## src/rtl/core/stkpp_pkg.sv

```systemverilog
// Shared constants and control types for the spectral top-k peak picker.
package stkpp_pkg;

   localparam int NUM_SLOTS = 8;
   localparam int MAX_BINS  = 4096;

   localparam int AMP_W   = 32;
   localparam int FREQ_W  = 44;
   localparam int START_W = 12;
   localparam int CSR_W   = 32;
   localparam int CSR_IDX_W = 2;

   localparam int SLOT_W = (NUM_SLOTS > 1) ? $clog2(NUM_SLOTS) : 1;
   localparam int CNT_W  = $clog2(NUM_SLOTS + 1);
   localparam int BIN_W  = $clog2(MAX_BINS + 1);
   localparam int CMP_W  = (BIN_W > START_W + 1) ? BIN_W : START_W + 1;
   localparam int PROD_W = BIN_W + AMP_W;

   localparam logic [CSR_IDX_W-1:0] CSR_AMP_THRESHOLD = 2'd0;
   localparam logic [CSR_IDX_W-1:0] CSR_START_INDEX   = 2'd1;
   localparam logic [CSR_IDX_W-1:0] CSR_FREQ_STEP     = 2'd2;

   localparam logic [AMP_W-1:0] FREQ_STEP_RESET = 32'd65536;

   typedef struct packed {
      logic accept;
      logic fill;
      logic scan_start;
      logic scan_step;
      logic replace;
      logic emit_load;
   } ctrl_type;

   typedef struct packed {
      logic peak;
      logic last;
      logic full;
      logic k_last;
      logic out_free;
   } status_type;

endpackage

```

## src/rtl/core/stkpp_ctrl.sv

```systemverilog
// Controller state machine for the spectral top-k peak picker.
module stkpp_ctrl (
   input  logic                  clock,
   input  logic                  reset,
   input  logic                  req_valid,
   output logic                  req_stall,
   input  stkpp_pkg::status_type status,
   output stkpp_pkg::ctrl_type   ctrl
);
   import stkpp_pkg::*;

   typedef enum logic [2:0] {
      ST_IDLE,
      ST_RECORD,
      ST_SCAN,
      ST_REPLACE,
      ST_EMIT
   } state_type;

   state_type state_ff;
   state_type state_in;

   always_comb begin
      state_in = state_ff;
      ctrl     = '0;
      case (state_ff)
         ST_IDLE: begin
            if (req_valid) begin
               ctrl.accept = 1'b1;
               state_in    = ST_RECORD;
            end
         end
         ST_RECORD: begin
            if (status.peak && status.full) begin
               ctrl.scan_start = 1'b1;
               state_in        = ST_SCAN;
            end else begin
               ctrl.fill = status.peak;
               state_in  = status.last ? ST_EMIT : ST_IDLE;
            end
         end
         ST_SCAN: begin
            ctrl.scan_step = 1'b1;
            if (status.k_last) begin
               state_in = ST_REPLACE;
            end
         end
         ST_REPLACE: begin
            ctrl.replace = 1'b1;
            state_in     = status.last ? ST_EMIT : ST_IDLE;
         end
         ST_EMIT: begin
            ctrl.emit_load = status.out_free;
            if (status.out_free && status.k_last) begin
               state_in = ST_IDLE;
            end
         end
         default: begin
            state_in = ST_IDLE;
         end
      endcase
   end

   assign req_stall = (state_ff != ST_IDLE);

   always_ff @(posedge clock) begin
      if (reset) begin
         state_ff <= ST_IDLE;
      end else begin
         state_ff <= state_in;
      end
   end

endmodule

```

## src/rtl/core/stkpp_dp.sv

```systemverilog
// Datapath of the spectral top-k peak picker: registers, peak test, slots and result stage.
module stkpp_dp (
   input  logic                                 clock,
   input  logic                                 reset,
   input  logic                                 csr_write_en,
   input  logic [stkpp_pkg::CSR_IDX_W-1:0]      csr_index,
   input  logic [stkpp_pkg::CSR_W-1:0]          csr_wdata,
   input  logic [stkpp_pkg::AMP_W-1:0]          req_bin_amp,
   input  logic                                 req_final_bin,
   output logic                                 rsp_valid,
   input  logic                                 rsp_stall,
   output logic [2:0]                           rsp_slot_index,
   output logic                                 rsp_slot_used,
   output logic [stkpp_pkg::FREQ_W-1:0]         rsp_peak_freq,
   output logic [stkpp_pkg::AMP_W-1:0]          rsp_peak_amp,
   output logic [3:0]                           rsp_peaks_found,
   output logic                                 rsp_last_slot,
   input  stkpp_pkg::ctrl_type                  ctrl,
   output stkpp_pkg::status_type                status
);
   import stkpp_pkg::*;

   logic [AMP_W-1:0]   thresh_ff;
   logic [START_W-1:0] start_ff;
   logic [AMP_W-1:0]   step_ff;

   logic [AMP_W-1:0]  older_ff,  older_in;
   logic [AMP_W-1:0]  middle_ff, middle_in;
   logic [BIN_W-1:0]  bin_cnt_ff, bin_cnt_in;
   logic [CNT_W-1:0]  filled_ff, filled_in;
   logic              last_ff;
   logic              peak_ff;
   logic [AMP_W-1:0]  cand_amp_ff;
   logic [FREQ_W-1:0] cand_freq_ff;
   logic [SLOT_W-1:0] k_ff, k_in;
   logic [SLOT_W-1:0] weak_idx_ff;
   logic [AMP_W-1:0]  weak_amp_ff;
   logic              rsp_valid_ff, rsp_valid_in;

   logic [AMP_W-1:0]  slot_amp_ff  [NUM_SLOTS];
   logic [FREQ_W-1:0] slot_freq_ff [NUM_SLOTS];

   logic [2:0]        out_index_ff;
   logic              out_used_ff;
   logic [FREQ_W-1:0] out_freq_ff;
   logic [AMP_W-1:0]  out_amp_ff;
   logic [3:0]        out_found_ff;
   logic              out_last_ff;

   logic              peak_in;
   logic [PROD_W-1:0] prod;
   logic [CMP_W-1:0]  bin_wide;
   logic [CMP_W-1:0]  start_wide;
   logic              wr_en;
   logic [SLOT_W-1:0] wr_idx;
   logic [AMP_W-1:0]  rd_amp;
   logic [FREQ_W-1:0] rd_freq;
   logic              rd_used;
   logic              spectrum_done;

   // Bin m = counter - 1 is tested when bin m + 1 arrives.
   always_comb begin
      bin_wide   = CMP_W'(bin_cnt_ff);
      start_wide = CMP_W'(start_ff) + CMP_W'(1);
      peak_in    = (bin_cnt_ff != BIN_W'(MAX_BINS)) && (bin_wide > start_wide) &&
                   (middle_ff > thresh_ff) && (middle_ff > older_ff) &&
                   (middle_ff > req_bin_amp);
      prod       = PROD_W'(bin_cnt_ff) * PROD_W'(step_ff);
   end

   assign rd_amp  = slot_amp_ff[k_ff];
   assign rd_freq = slot_freq_ff[k_ff];
   assign rd_used = CNT_W'(k_ff) < filled_ff;

   assign status.peak     = peak_ff;
   assign status.last     = last_ff;
   assign status.full     = (filled_ff == CNT_W'(NUM_SLOTS));
   assign status.k_last   = (k_ff == SLOT_W'(NUM_SLOTS - 1));
   assign status.out_free = !rsp_valid_ff || !rsp_stall;

   assign spectrum_done = ctrl.emit_load && status.k_last;

   always_comb begin
      wr_en  = 1'b0;
      wr_idx = weak_idx_ff;
      if (ctrl.fill) begin
         wr_en  = 1'b1;
         wr_idx = filled_ff[SLOT_W-1:0];
      end else if (ctrl.replace && (cand_amp_ff > weak_amp_ff)) begin
         wr_en = 1'b1;
      end
   end

   always_comb begin
      older_in     = older_ff;
      middle_in    = middle_ff;
      bin_cnt_in   = bin_cnt_ff;
      filled_in    = filled_ff;
      k_in         = k_ff;
      rsp_valid_in = rsp_valid_ff;
      if (ctrl.accept) begin
         older_in  = middle_ff;
         middle_in = req_bin_amp;
         k_in      = '0;
         if (bin_cnt_ff != BIN_W'(MAX_BINS)) begin
            bin_cnt_in = bin_cnt_ff + BIN_W'(1);
         end
      end
      if (ctrl.fill) begin
         filled_in = filled_ff + CNT_W'(1);
      end
      if (ctrl.scan_start) begin
         k_in = SLOT_W'(1);
      end
      if (ctrl.scan_step) begin
         k_in = k_ff + SLOT_W'(1);
      end
      if (ctrl.replace) begin
         k_in = '0;
      end
      if (!rsp_stall) begin
         rsp_valid_in = 1'b0;
      end
      if (ctrl.emit_load) begin
         rsp_valid_in = 1'b1;
         k_in         = k_ff + SLOT_W'(1);
      end
      if (spectrum_done) begin
         older_in   = '0;
         middle_in  = '0;
         bin_cnt_in = '0;
         filled_in  = '0;
         k_in       = '0;
      end
   end

   always_ff @(posedge clock) begin
      if (reset) begin
         thresh_ff    <= '0;
         start_ff     <= '0;
         step_ff      <= FREQ_STEP_RESET;
         older_ff     <= '0;
         middle_ff    <= '0;
         bin_cnt_ff   <= '0;
         filled_ff    <= '0;
         k_ff         <= '0;
         peak_ff      <= 1'b0;
         last_ff      <= 1'b0;
         rsp_valid_ff <= 1'b0;
      end else begin
         if (csr_write_en) begin
            case (csr_index)
               CSR_AMP_THRESHOLD: thresh_ff <= csr_wdata[AMP_W-1:0];
               CSR_START_INDEX:   start_ff  <= csr_wdata[START_W-1:0];
               CSR_FREQ_STEP:     step_ff   <= csr_wdata[AMP_W-1:0];
               default:           ;
            endcase
         end
         older_ff     <= older_in;
         middle_ff    <= middle_in;
         bin_cnt_ff   <= bin_cnt_in;
         filled_ff    <= filled_in;
         k_ff         <= k_in;
         rsp_valid_ff <= rsp_valid_in;
         if (ctrl.accept) begin
            peak_ff <= peak_in;
            last_ff <= req_final_bin;
         end
      end
   end

   always_ff @(posedge clock) begin
      if (ctrl.accept) begin
         cand_amp_ff  <= middle_ff;
         cand_freq_ff <= FREQ_W'(prod);
      end
      if (ctrl.scan_start) begin
         weak_idx_ff <= '0;
         weak_amp_ff <= slot_amp_ff[0];
      end else if (ctrl.scan_step && (rd_amp < weak_amp_ff)) begin
         weak_idx_ff <= k_ff;
         weak_amp_ff <= rd_amp;
      end
      if (wr_en) begin
         slot_amp_ff[wr_idx]  <= cand_amp_ff;
         slot_freq_ff[wr_idx] <= cand_freq_ff;
      end
      if (ctrl.emit_load) begin
         out_index_ff <= 3'(k_ff);
         out_used_ff  <= rd_used;
         out_freq_ff  <= rd_used ? rd_freq : '0;
         out_amp_ff   <= rd_used ? rd_amp : '0;
         out_found_ff <= 4'(filled_ff);
         out_last_ff  <= status.k_last;
      end
   end

   assign rsp_valid       = rsp_valid_ff;
   assign rsp_slot_index  = out_index_ff;
   assign rsp_slot_used   = out_used_ff;
   assign rsp_peak_freq   = out_freq_ff;
   assign rsp_peak_amp    = out_amp_ff;
   assign rsp_peaks_found = out_found_ff;
   assign rsp_last_slot   = out_last_ff;

   a_filled_bound: assert property (@(posedge clock) disable iff (reset)
      filled_ff <= CNT_W'(NUM_SLOTS))
      else $error("slot fill count exceeds the number of slots");

   a_fill_not_full: assert property (@(posedge clock) disable iff (reset)
      ctrl.fill |-> !status.full)
      else $error("slot filled while all slots are in use");

   a_clear_after_emit: assert property (@(posedge clock) disable iff (reset)
      spectrum_done |=> (filled_ff == '0) && (bin_cnt_ff == '0))
      else $error("spectrum state not cleared after the last result");

   a_replace_after_scan: assert property (@(posedge clock) disable iff (reset)
      ctrl.replace |-> $past(ctrl.scan_step))
      else $error("slot replacement without a preceding weakest-slot scan");

endmodule

```

## src/rtl/core/spectral_top_k_peak_picker.sv

```systemverilog
// Top level of the spectral top-k peak picker: controller and datapath.
// An item without a replacement passes through the idle and record states; a peak
// found when all slots are full adds the one-slot-per-cycle scan for the weakest slot
// and a replace step. The final bin of a spectrum adds a result phase over all 8 slots,
// one slot read per cycle, held while the result side stalls.
// Synchronous active-high reset clears the spectrum state and loads register defaults.
module spectral_top_k_peak_picker (
   input  logic                             clock,
   input  logic                             reset,
   input  logic                             csr_write_en,
   input  logic [stkpp_pkg::CSR_IDX_W-1:0]  csr_index,
   input  logic [stkpp_pkg::CSR_W-1:0]      csr_wdata,
   input  logic                             req_valid,
   output logic                             req_stall,
   input  logic [stkpp_pkg::AMP_W-1:0]      req_bin_amp,
   input  logic                             req_final_bin,
   output logic                             rsp_valid,
   input  logic                             rsp_stall,
   output logic [2:0]                       rsp_slot_index,
   output logic                             rsp_slot_used,
   output logic [stkpp_pkg::FREQ_W-1:0]     rsp_peak_freq,
   output logic [stkpp_pkg::AMP_W-1:0]      rsp_peak_amp,
   output logic [3:0]                       rsp_peaks_found,
   output logic                             rsp_last_slot
);
   import stkpp_pkg::*;

   ctrl_type   ctrl;
   status_type status;

   stkpp_ctrl u_ctrl (
      .clock     (clock),
      .reset     (reset),
      .req_valid (req_valid),
      .req_stall (req_stall),
      .status    (status),
      .ctrl      (ctrl)
   );

   stkpp_dp u_dp (
      .clock           (clock),
      .reset           (reset),
      .csr_write_en    (csr_write_en),
      .csr_index       (csr_index),
      .csr_wdata       (csr_wdata),
      .req_bin_amp     (req_bin_amp),
      .req_final_bin   (req_final_bin),
      .rsp_valid       (rsp_valid),
      .rsp_stall       (rsp_stall),
      .rsp_slot_index  (rsp_slot_index),
      .rsp_slot_used   (rsp_slot_used),
      .rsp_peak_freq   (rsp_peak_freq),
      .rsp_peak_amp    (rsp_peak_amp),
      .rsp_peaks_found (rsp_peaks_found),
      .rsp_last_slot   (rsp_last_slot),
      .ctrl            (ctrl),
      .status          (status)
   );

endmodule
```

## config.mk

```make
export PLATFORM = sky130hd
export DESIGN_NAME = spectral_top_k_peak_picker
export DESIGN_NICKNAME = d
export VERILOG_FILES = /design/src/rtl/core/stkpp_pkg.sv /design/src/rtl/core/stkpp_ctrl.sv /design/src/rtl/core/stkpp_dp.sv /design/src/rtl/core/spectral_top_k_peak_picker.sv
export SDC_FILE = /design/constraint.sdc
export NUM_CORES = 2
export LEC_CHECK = 0
export BUFFER_PORTS_ARGS = -buffer_cell sky130_fd_sc_hd__clkbuf_2
export CORE_MARGIN = 5
export CORE_UTILIZATION = 30
export CTS_CLUSTER_DIAMETER = 80
export DETAILED_ROUTE_END_ITERATION = 10
export GPL_TIMING_DRIVEN = 0
export PLACE_DENSITY = 0.56
export SLEW_MARGIN = 5
export SYNTH_ARGS = -nofsm -noshare
export SYNTH_HDL_FRONTEND = slang
export SYNTH_SLANG_ARGS = --single-unit
```

## constraint.sdc

```tcl
create_clock -name clock -period 19.3 [get_ports clock]
set_input_delay 0.965 -clock clock [delete_from_list [all_inputs] [get_ports clock]]
set_output_delay 0.965 -clock clock [all_outputs]
set_load 0.05 [all_outputs]
```

; ---- Word level (Yosys, flattened, before mapping)
; Memories as Yosys holds them, arrays and structs flattened. A register that Yosys moved wholly into a read port is not among the register bits.
; Index checks and enable logic that the tools add are counted.
[op_classes]
magnitude_cmp = 7
shift = 0
n_div = 0
n_eq_ne = 13
bitwise = 0
reduce_logical = 24
n_mux = 30
multipliers = 1
add_sub_neg = 4
[ops]
columns = operator, n
row1 = 32-bit > comparator, 4
row2 = 32-bit 2-to-1 mux, 2
row3 = 13-bit by 32-bit multiplier with 44-bit output, 1
row4 = 3-bit 2-to-1 mux, 13
row5 = 32-bit less-than comparator, 1
row6 = 3-bit case mux with 5 select lines, 1
row7 = 12-bit by 1-bit adder with 13-bit output (second input constant), 1
row8 = 13-bit by 1-bit adder with 13-bit output (second input constant), 1
row9 = 13-bit > comparator, 1
row10 = 1-bit 2-to-1 mux, 13
row11 = 13-bit inequality test (second input constant), 1
row12 = 1-bit logical AND, 9
row13 = 2-bit AND reduction, 4
row14 = 3-bit by 2-bit equality test with 1-bit output (second input constant), 2
row15 = 3-bit equality test (second input constant), 2
row16 = 2-bit by 1-bit inequality test with 1-bit output (second input constant), 3
row17 = 5-bit nonzero test, 1
row18 = 4-bit by 1-bit adder with 4-bit output (second input constant), 1
row19 = 4-bit equality test (second input constant), 1
row20 = 3-bit by 4-bit less-than comparator with 1-bit output, 1
row21 = 3-bit by 1-bit adder with 3-bit output (second input constant), 1
row22 = 3-bit by 1-bit equality test with 1-bit output (second input constant), 1
row23 = 1-bit logical NOT, 3
row24 = 3-bit logical NOT, 1
row25 = 10 further kinds, 10
[word_totals]
elab_cells = 102
out_inout_bits = 87
latch_bits = 0
mem_bits_rw = 608
in_bits = 72
register_bits = 318
mem_bits_ro = 0
mem_count = 2
[mem_list]
columns = memory, words, width, rd, rd_ports_with_merged_regs, wr, line
row1 = u_dp.slot_freq_ff, 8, 44, 1, 1, 1, stkpp_dp.sv:41  ; logic [FREQ_W-1:0] slot_freq_ff [NUM_SLOTS];
row2 = u_dp.slot_amp_ff, 8, 32, 2, 1, 1, stkpp_dp.sv:40  ; logic [AMP_W-1:0] slot_amp_ff [NUM_SLOTS];

; ---- Logic depth before layout (Yosys ltp)
[logic_depth]
ltp_word = 10
depth_mapped = 24
ltp_nobuf = 21

; ---- Hierarchy
; From an unflattened synthesis, not the netlist that was laid out.
[unflattened]
cells_unflattened = 4043
area_unflattened_um2 = 53022.1
[modules_own_cells]
columns = mod, instances, seq_area_each_um2, cells_each, area_each_um2
row1 = stkpp_dp, 1, 27436.3, 4021, 52830.7
row2 = stkpp_ctrl, 1, 60.1, 22, 191.4

; ---- Least setup slack after synthesis
; No wires, ideal clock.
[synth_timing]
path_type = register to register
startpoint = register u_dp.cand_amp_ff[25]
endpoint = memory u_dp.slot_amp_ff[0][0], enable pin
stages_incl_launch_ff = 10
required_ps = 18602
arrival_ps = 8995
period_less_slack_ps = 9692
slack_ps = 9608
setup_time_ps = 698
n_path_buf = 0
cell_sequence = edfxtp_1 -> ha_1 -> nand4_1 -> nor3_1 -> nand2_1 -> nor3_1 -> nand2_1 -> a21oi_1 -> nor3_1 -> nor4_1
[synth_via]
elab_chain_cells = 6
[synth_lines]
columns = item, line
row1 = from (decl), stkpp_dp.sv:33  ; logic [AMP_W-1:0] cand_amp_ff;
row2 = from (signal assigned), stkpp_dp.sv:174  ; cand_amp_ff <= middle_ff;
row3 = 32-bit > comparator, stkpp_dp.sv:89  ; end else if (ctrl.replace && (cand_amp_ff > weak_amp_ff)) begin
row4 = 1-bit logical AND, stkpp_dp.sv:89
row5 = 1-bit 2-to-1 mux, stkpp_dp.sv:89
row6 = 1-bit 2-to-1 mux, stkpp_dp.sv:86  ; if (ctrl.fill) begin
row7 = 1-bit 2-to-1 mux, stkpp_dp.sv:184  ; if (wr_en) begin
row8 = 1-bit 2-to-1 mux (not written as such), stkpp_dp.sv:185  ; slot_amp_ff[wr_idx] <= cand_amp_ff;
row9 = to (decl), stkpp_dp.sv:40
; Every way passes these cells.

; ---- Final worst setup path
[layout_timing]
startpoint = register u_dp.bin_cnt_ff[5]
endpoint = register u_dp.cand_freq_ff[37] (data pin)
[layout_via]
elab_chain_cells = 1
[layout_lines]
columns = item, line
row1 = from (decl), stkpp_dp.sv:29  ; logic [BIN_W-1:0] bin_cnt_ff, bin_cnt_in;
row2 = from (signal assigned), stkpp_dp.sv:161  ; bin_cnt_ff <= bin_cnt_in;
row3 = 13-bit by 32-bit multiplier with 44-bit output, stkpp_dp.sv:68  ; prod = PROD_W'(bin_cnt_ff) * PROD_W'(step_ff);
row4 = named net u_dp.prod[37], stkpp_dp.sv:51  ; logic [PROD_W-1:0] prod;
row5 = to (signal assigned), stkpp_dp.sv:175  ; cand_freq_ff <= FREQ_W'(prod);
row6 = to (decl), stkpp_dp.sv:34  ; logic [FREQ_W-1:0] cand_freq_ff;
; The timed path passes the listed nets, and every way through them passes these cells.
; A chain may end at the register's enable or synchronous reset.

==> key figures <==
Clock network
  • Clk slew on worst S/H paths: 0.06 ns
  • Sink Count: 973
  • Skew-Pair Late Insertion Delay: 0.71 ns
  • Worst-case clock buffer depth: 3
  • Post-CTS Hold Fix Bufs: 0
  • CTS buffer count: 94
  • Setup repair bufs after CTS: 0
  • CTS tree: built
  • # resized after CTS: 0
  • Root Driver: clkbuf_16
  • Htree depth: 3

Power and ir drop
  • PwrDens: 72.8 nW/um2
  • Peak VDD IR: 65.6 uV
  • Lkg Pwr: 0.0239 uW

Floorplan
  • Top-Level Pins: 159
  • Core area: 176000 um2
  • Initial Util: 30.1%
  • Row count: 154
  • DIE WIDTH: 429 um
  • Die H: 429 um
  • Die Area: 184000 um2

Worst setup path
  • CP arrival: 8.30 ns
  • Setup crit start kind: register
  • Setup CP Type: register to register
  • Worst path required time: 19.71 ns
  • Critical path peak fanout: 10
  • Flop2flop setup slack: 11.41 ns
  • Critical Path End Type: register

STA
  • Clock skew: 0.0410 ns
  • Setup TNS: 0 ns
  • Final min period: 7.89 ns
  • Crit share post-route: 40.9%
  • F_max: 0.127 GHz
  • Tightest Pin Transition: 1.20 ns
  • Slew Viols, Final: 0
  • Normalized max-slew margin: 19.9%
  • RSZ-0062 raised after global routing: no
  • Final setup vio count: 0
  • Final hold violation count: 0

Logic synthesis
  • Ranking of synthesized cells by area: edfxtp_1, fa_1, dfxtp_1, mux4_2, ha_1
  • Multiplexer share of the synthesized area: 8.21%
  • YS warnings: 0
  • Register area share after synthesis: 52.1%
  • Cells after Synth: 4163
  • Cell variety after synth: 64
  • Fraction of registers with async set/reset: 0%
  • Mean post-synth cell area: 12.7 um2
  • Synth Register Bits: 973
  • Mapped cell area: 52800 um2
  • Post-synth EDFFs: 801
  • Post-Synth Adder-Cell Area: 18.8%
  • Post-synth top flop: edfxtp_1
  • XOR/XNOR Fraction of Synth Area: 0.962%
  • Syn_nets: 4832
  • Largest area contributor in the netlist: edfxtp_1
  • Main combinational cell family by area after synthesis: adder cells
  • Simple-Gate Fraction of Synth Area: 9.46%
  • Post-synthesis compound-gate area fraction: 5.01%
  • Yosys top cell area share: 45.6%

Placement
  • Placed inst area: 57600 um2
  • RD Place Congestion: 0.850
  • Port buffer count: 158
  • HPWL Detailed: 113000 um
  • Cell count after placement: 6787

Cells and area
  • Synth-to-layout area growth: 15.3%
  • Fill count: 17188
  • Commonest non-fill, non-tap cell in the layout: edfxtp_1
  • Final Instance Count excl. Fillers: 6983
  • Finished Cell Area: 60900 um2
  • Layout cells sized above 1: 13.5%
  • Net total in the final layout: 5212
  • Most frequent cells in the layout: edfxtp_1, inv_1, nand2_1

Global route
  • Total GRT Usage: 15.6%
  • Largest net degree at the start of global routing: 37
  • GRT overflow: 0
  • Antenna violations before repair: 24
  • First-pass GRT wire length: 218000 um
  • Vias in the first global route: 33976

Outcome
  • Status: completed

Drt
  • Vias: 32826
  • Pre-antenna DRT Iters: 6
  • Initial DRC Count: 2395
  • WL final: 146000 um
  • WL per Instance: 20.9 um
  • DRC errors left: 0
  • Vias/cell: 4.70
  • Final ANT Viol Nets: 0

Job
  • Max Cap Viol: 0

Worst hold path
  • Hold crit path type: register to register
state kept, by name, indices dropped and copies added, names as in the netlist, 12 cells and up, named ones only:
| signal | flops |
|---|---|
| u_dp.middle_ff | 32 |
| u_dp.start_ff | 12 |
| u_dp.slot_amp_ff | 256 |
| u_dp.bin_cnt_ff | 13 |
| u_dp.thresh_ff | 32 |
| u_dp.weak_amp_ff | 32 |
| u_dp.cand_freq_ff | 44 |
| u_dp.cand_amp_ff | 32 |
| u_dp.step_ff | 32 |
| u_dp.slot_freq_ff | 352 |
| u_dp.rsp_peak_freq | 44 |
| u_dp.rsp_peak_amp | 32 |
| u_dp.older_ff | 32 |
logic make-up after synthesis:
logic type                 Yosys count
AOI/OAI and AO/OA                  443
xor gates and xnor gates            58
adders and majority gates          597
buffers and inverters              759
DFF                                973
muxes                              243
and+or+nand+nor                   1090
critical path, cell delays in order, from the launching register on:
cell and delay, ns:
dfxtp_1 0.34, clkbuf_1 0.68, clkbuf_1 0.58, nand2_1 0.16, fa_1 0.46, fa_1 0.54, inv_1 0.05, fa_1 0.51
fa_1 0.60, inv_1 0.07, fa_1 0.53, inv_1 0.05, ha_1 0.38, a21o_1 0.19, a21o_1 0.17, a21oi_1 0.48
o2111a_1 0.34, nand3_1 0.28, nand2_1 0.28, o211ai_1 0.27, o311ai_0 0.62
worst paths after layout:
kind | startpoint | to | cells past startpoint
setup reg to reg | u_dp.bin_cnt_ff[5] | u_dp.cand_freq_ff[37] | 20
setup / recovery | u_dp.bin_cnt_ff[5] | u_dp.cand_freq_ff[37] | 20
hold reg to reg | u_dp.older_ff[25] | u_dp.older_ff[25] | 2
hold / removal | u_dp.older_ff[25] | u_dp.older_ff[25] | 2
through the flow:
| step | total power (uW) | setup slack, ns | util (%) | hold WS [ns] |
|---|---|---|---|---|
| 2_1_floorplan | 2490 | 9.61 | - | 0.435 |
| 3_3_place_gp | 2580 | -0.273 | 32.2 | 0.444 |
| 3_5_place_dp | 2590 | 11.62 | 32.8 | 0.447 |
| 4_1_cts | 4470 | 11.58 | 34.6 | 0.428 |
| 5_1_grt | 4580 | 11.11 | 34.7 | 0.470 |
| 6_report | 4430 | 11.41 | 34.7 | 0.454 |
layer usage:
metal  vias to the layer above  wire length (um)  GRT usage (%)
met4                        10              4700           5.23
met2                       807             71800           27.0
met5                         -                62              0
met3                       198              7930           3.05
met1                     16733             61300           19.7
li1                      15078                 -              -
layout make-up:
cell class / instances / area [um2] / area share, %
clock inverter: 57 / 602 / 0.989
timing repair buffer: 284 / 1860 / 3.05
clock buffer: 120 / 2570 / 4.22
sequential: 973 / 27500 / 45.2
buffer: 198 / 766 / 1.26
multi-input combinational: 2431 / 22500 / 37.0
antenna: 19 / 47.5 / 0.0781
tap: 2340 / 2930 / 4.81
inverter: 561 / 2110 / 3.46
cell usage after synthesis, types with 4 or more instances:
library cell  count
edfxtp_1        801
inv_1           560
nand2_1         544
fa_1            329
ha_1            268
a21oi_1         252
and2_1          185
nor2_1          178
dfxtp_1         172
clkbuf_1        160
mux4_2          152
mux2i_1          91
a21o_1           65
o21ai_0          46
nand4_1          44
xnor2_1          31
xor2_1           27
nand3_1          25
nor3_1           25
buf_1            21
and3_1           17
buf_2            17
nand2b_1         14
nor2b_1          14
o21a_1           13
nor4_1           12
a31oi_1          10
or3_1             8
o211ai_1          6
a211oi_1          5
nand3b_1          5
o2111ai_1         5
a2111oi_0         4
and4_1            4
or4_1             4
where the power goes:
group	switching (uW)	leakage [uW]	internal, uW
Clock	824	0.00155	1060
Combinational	123	0.0136	69.6
Sequential	53.9	0.00872	2300
Total	1000	0.0239	3430
Note: power is estimated with default switching activity, not from simulation.
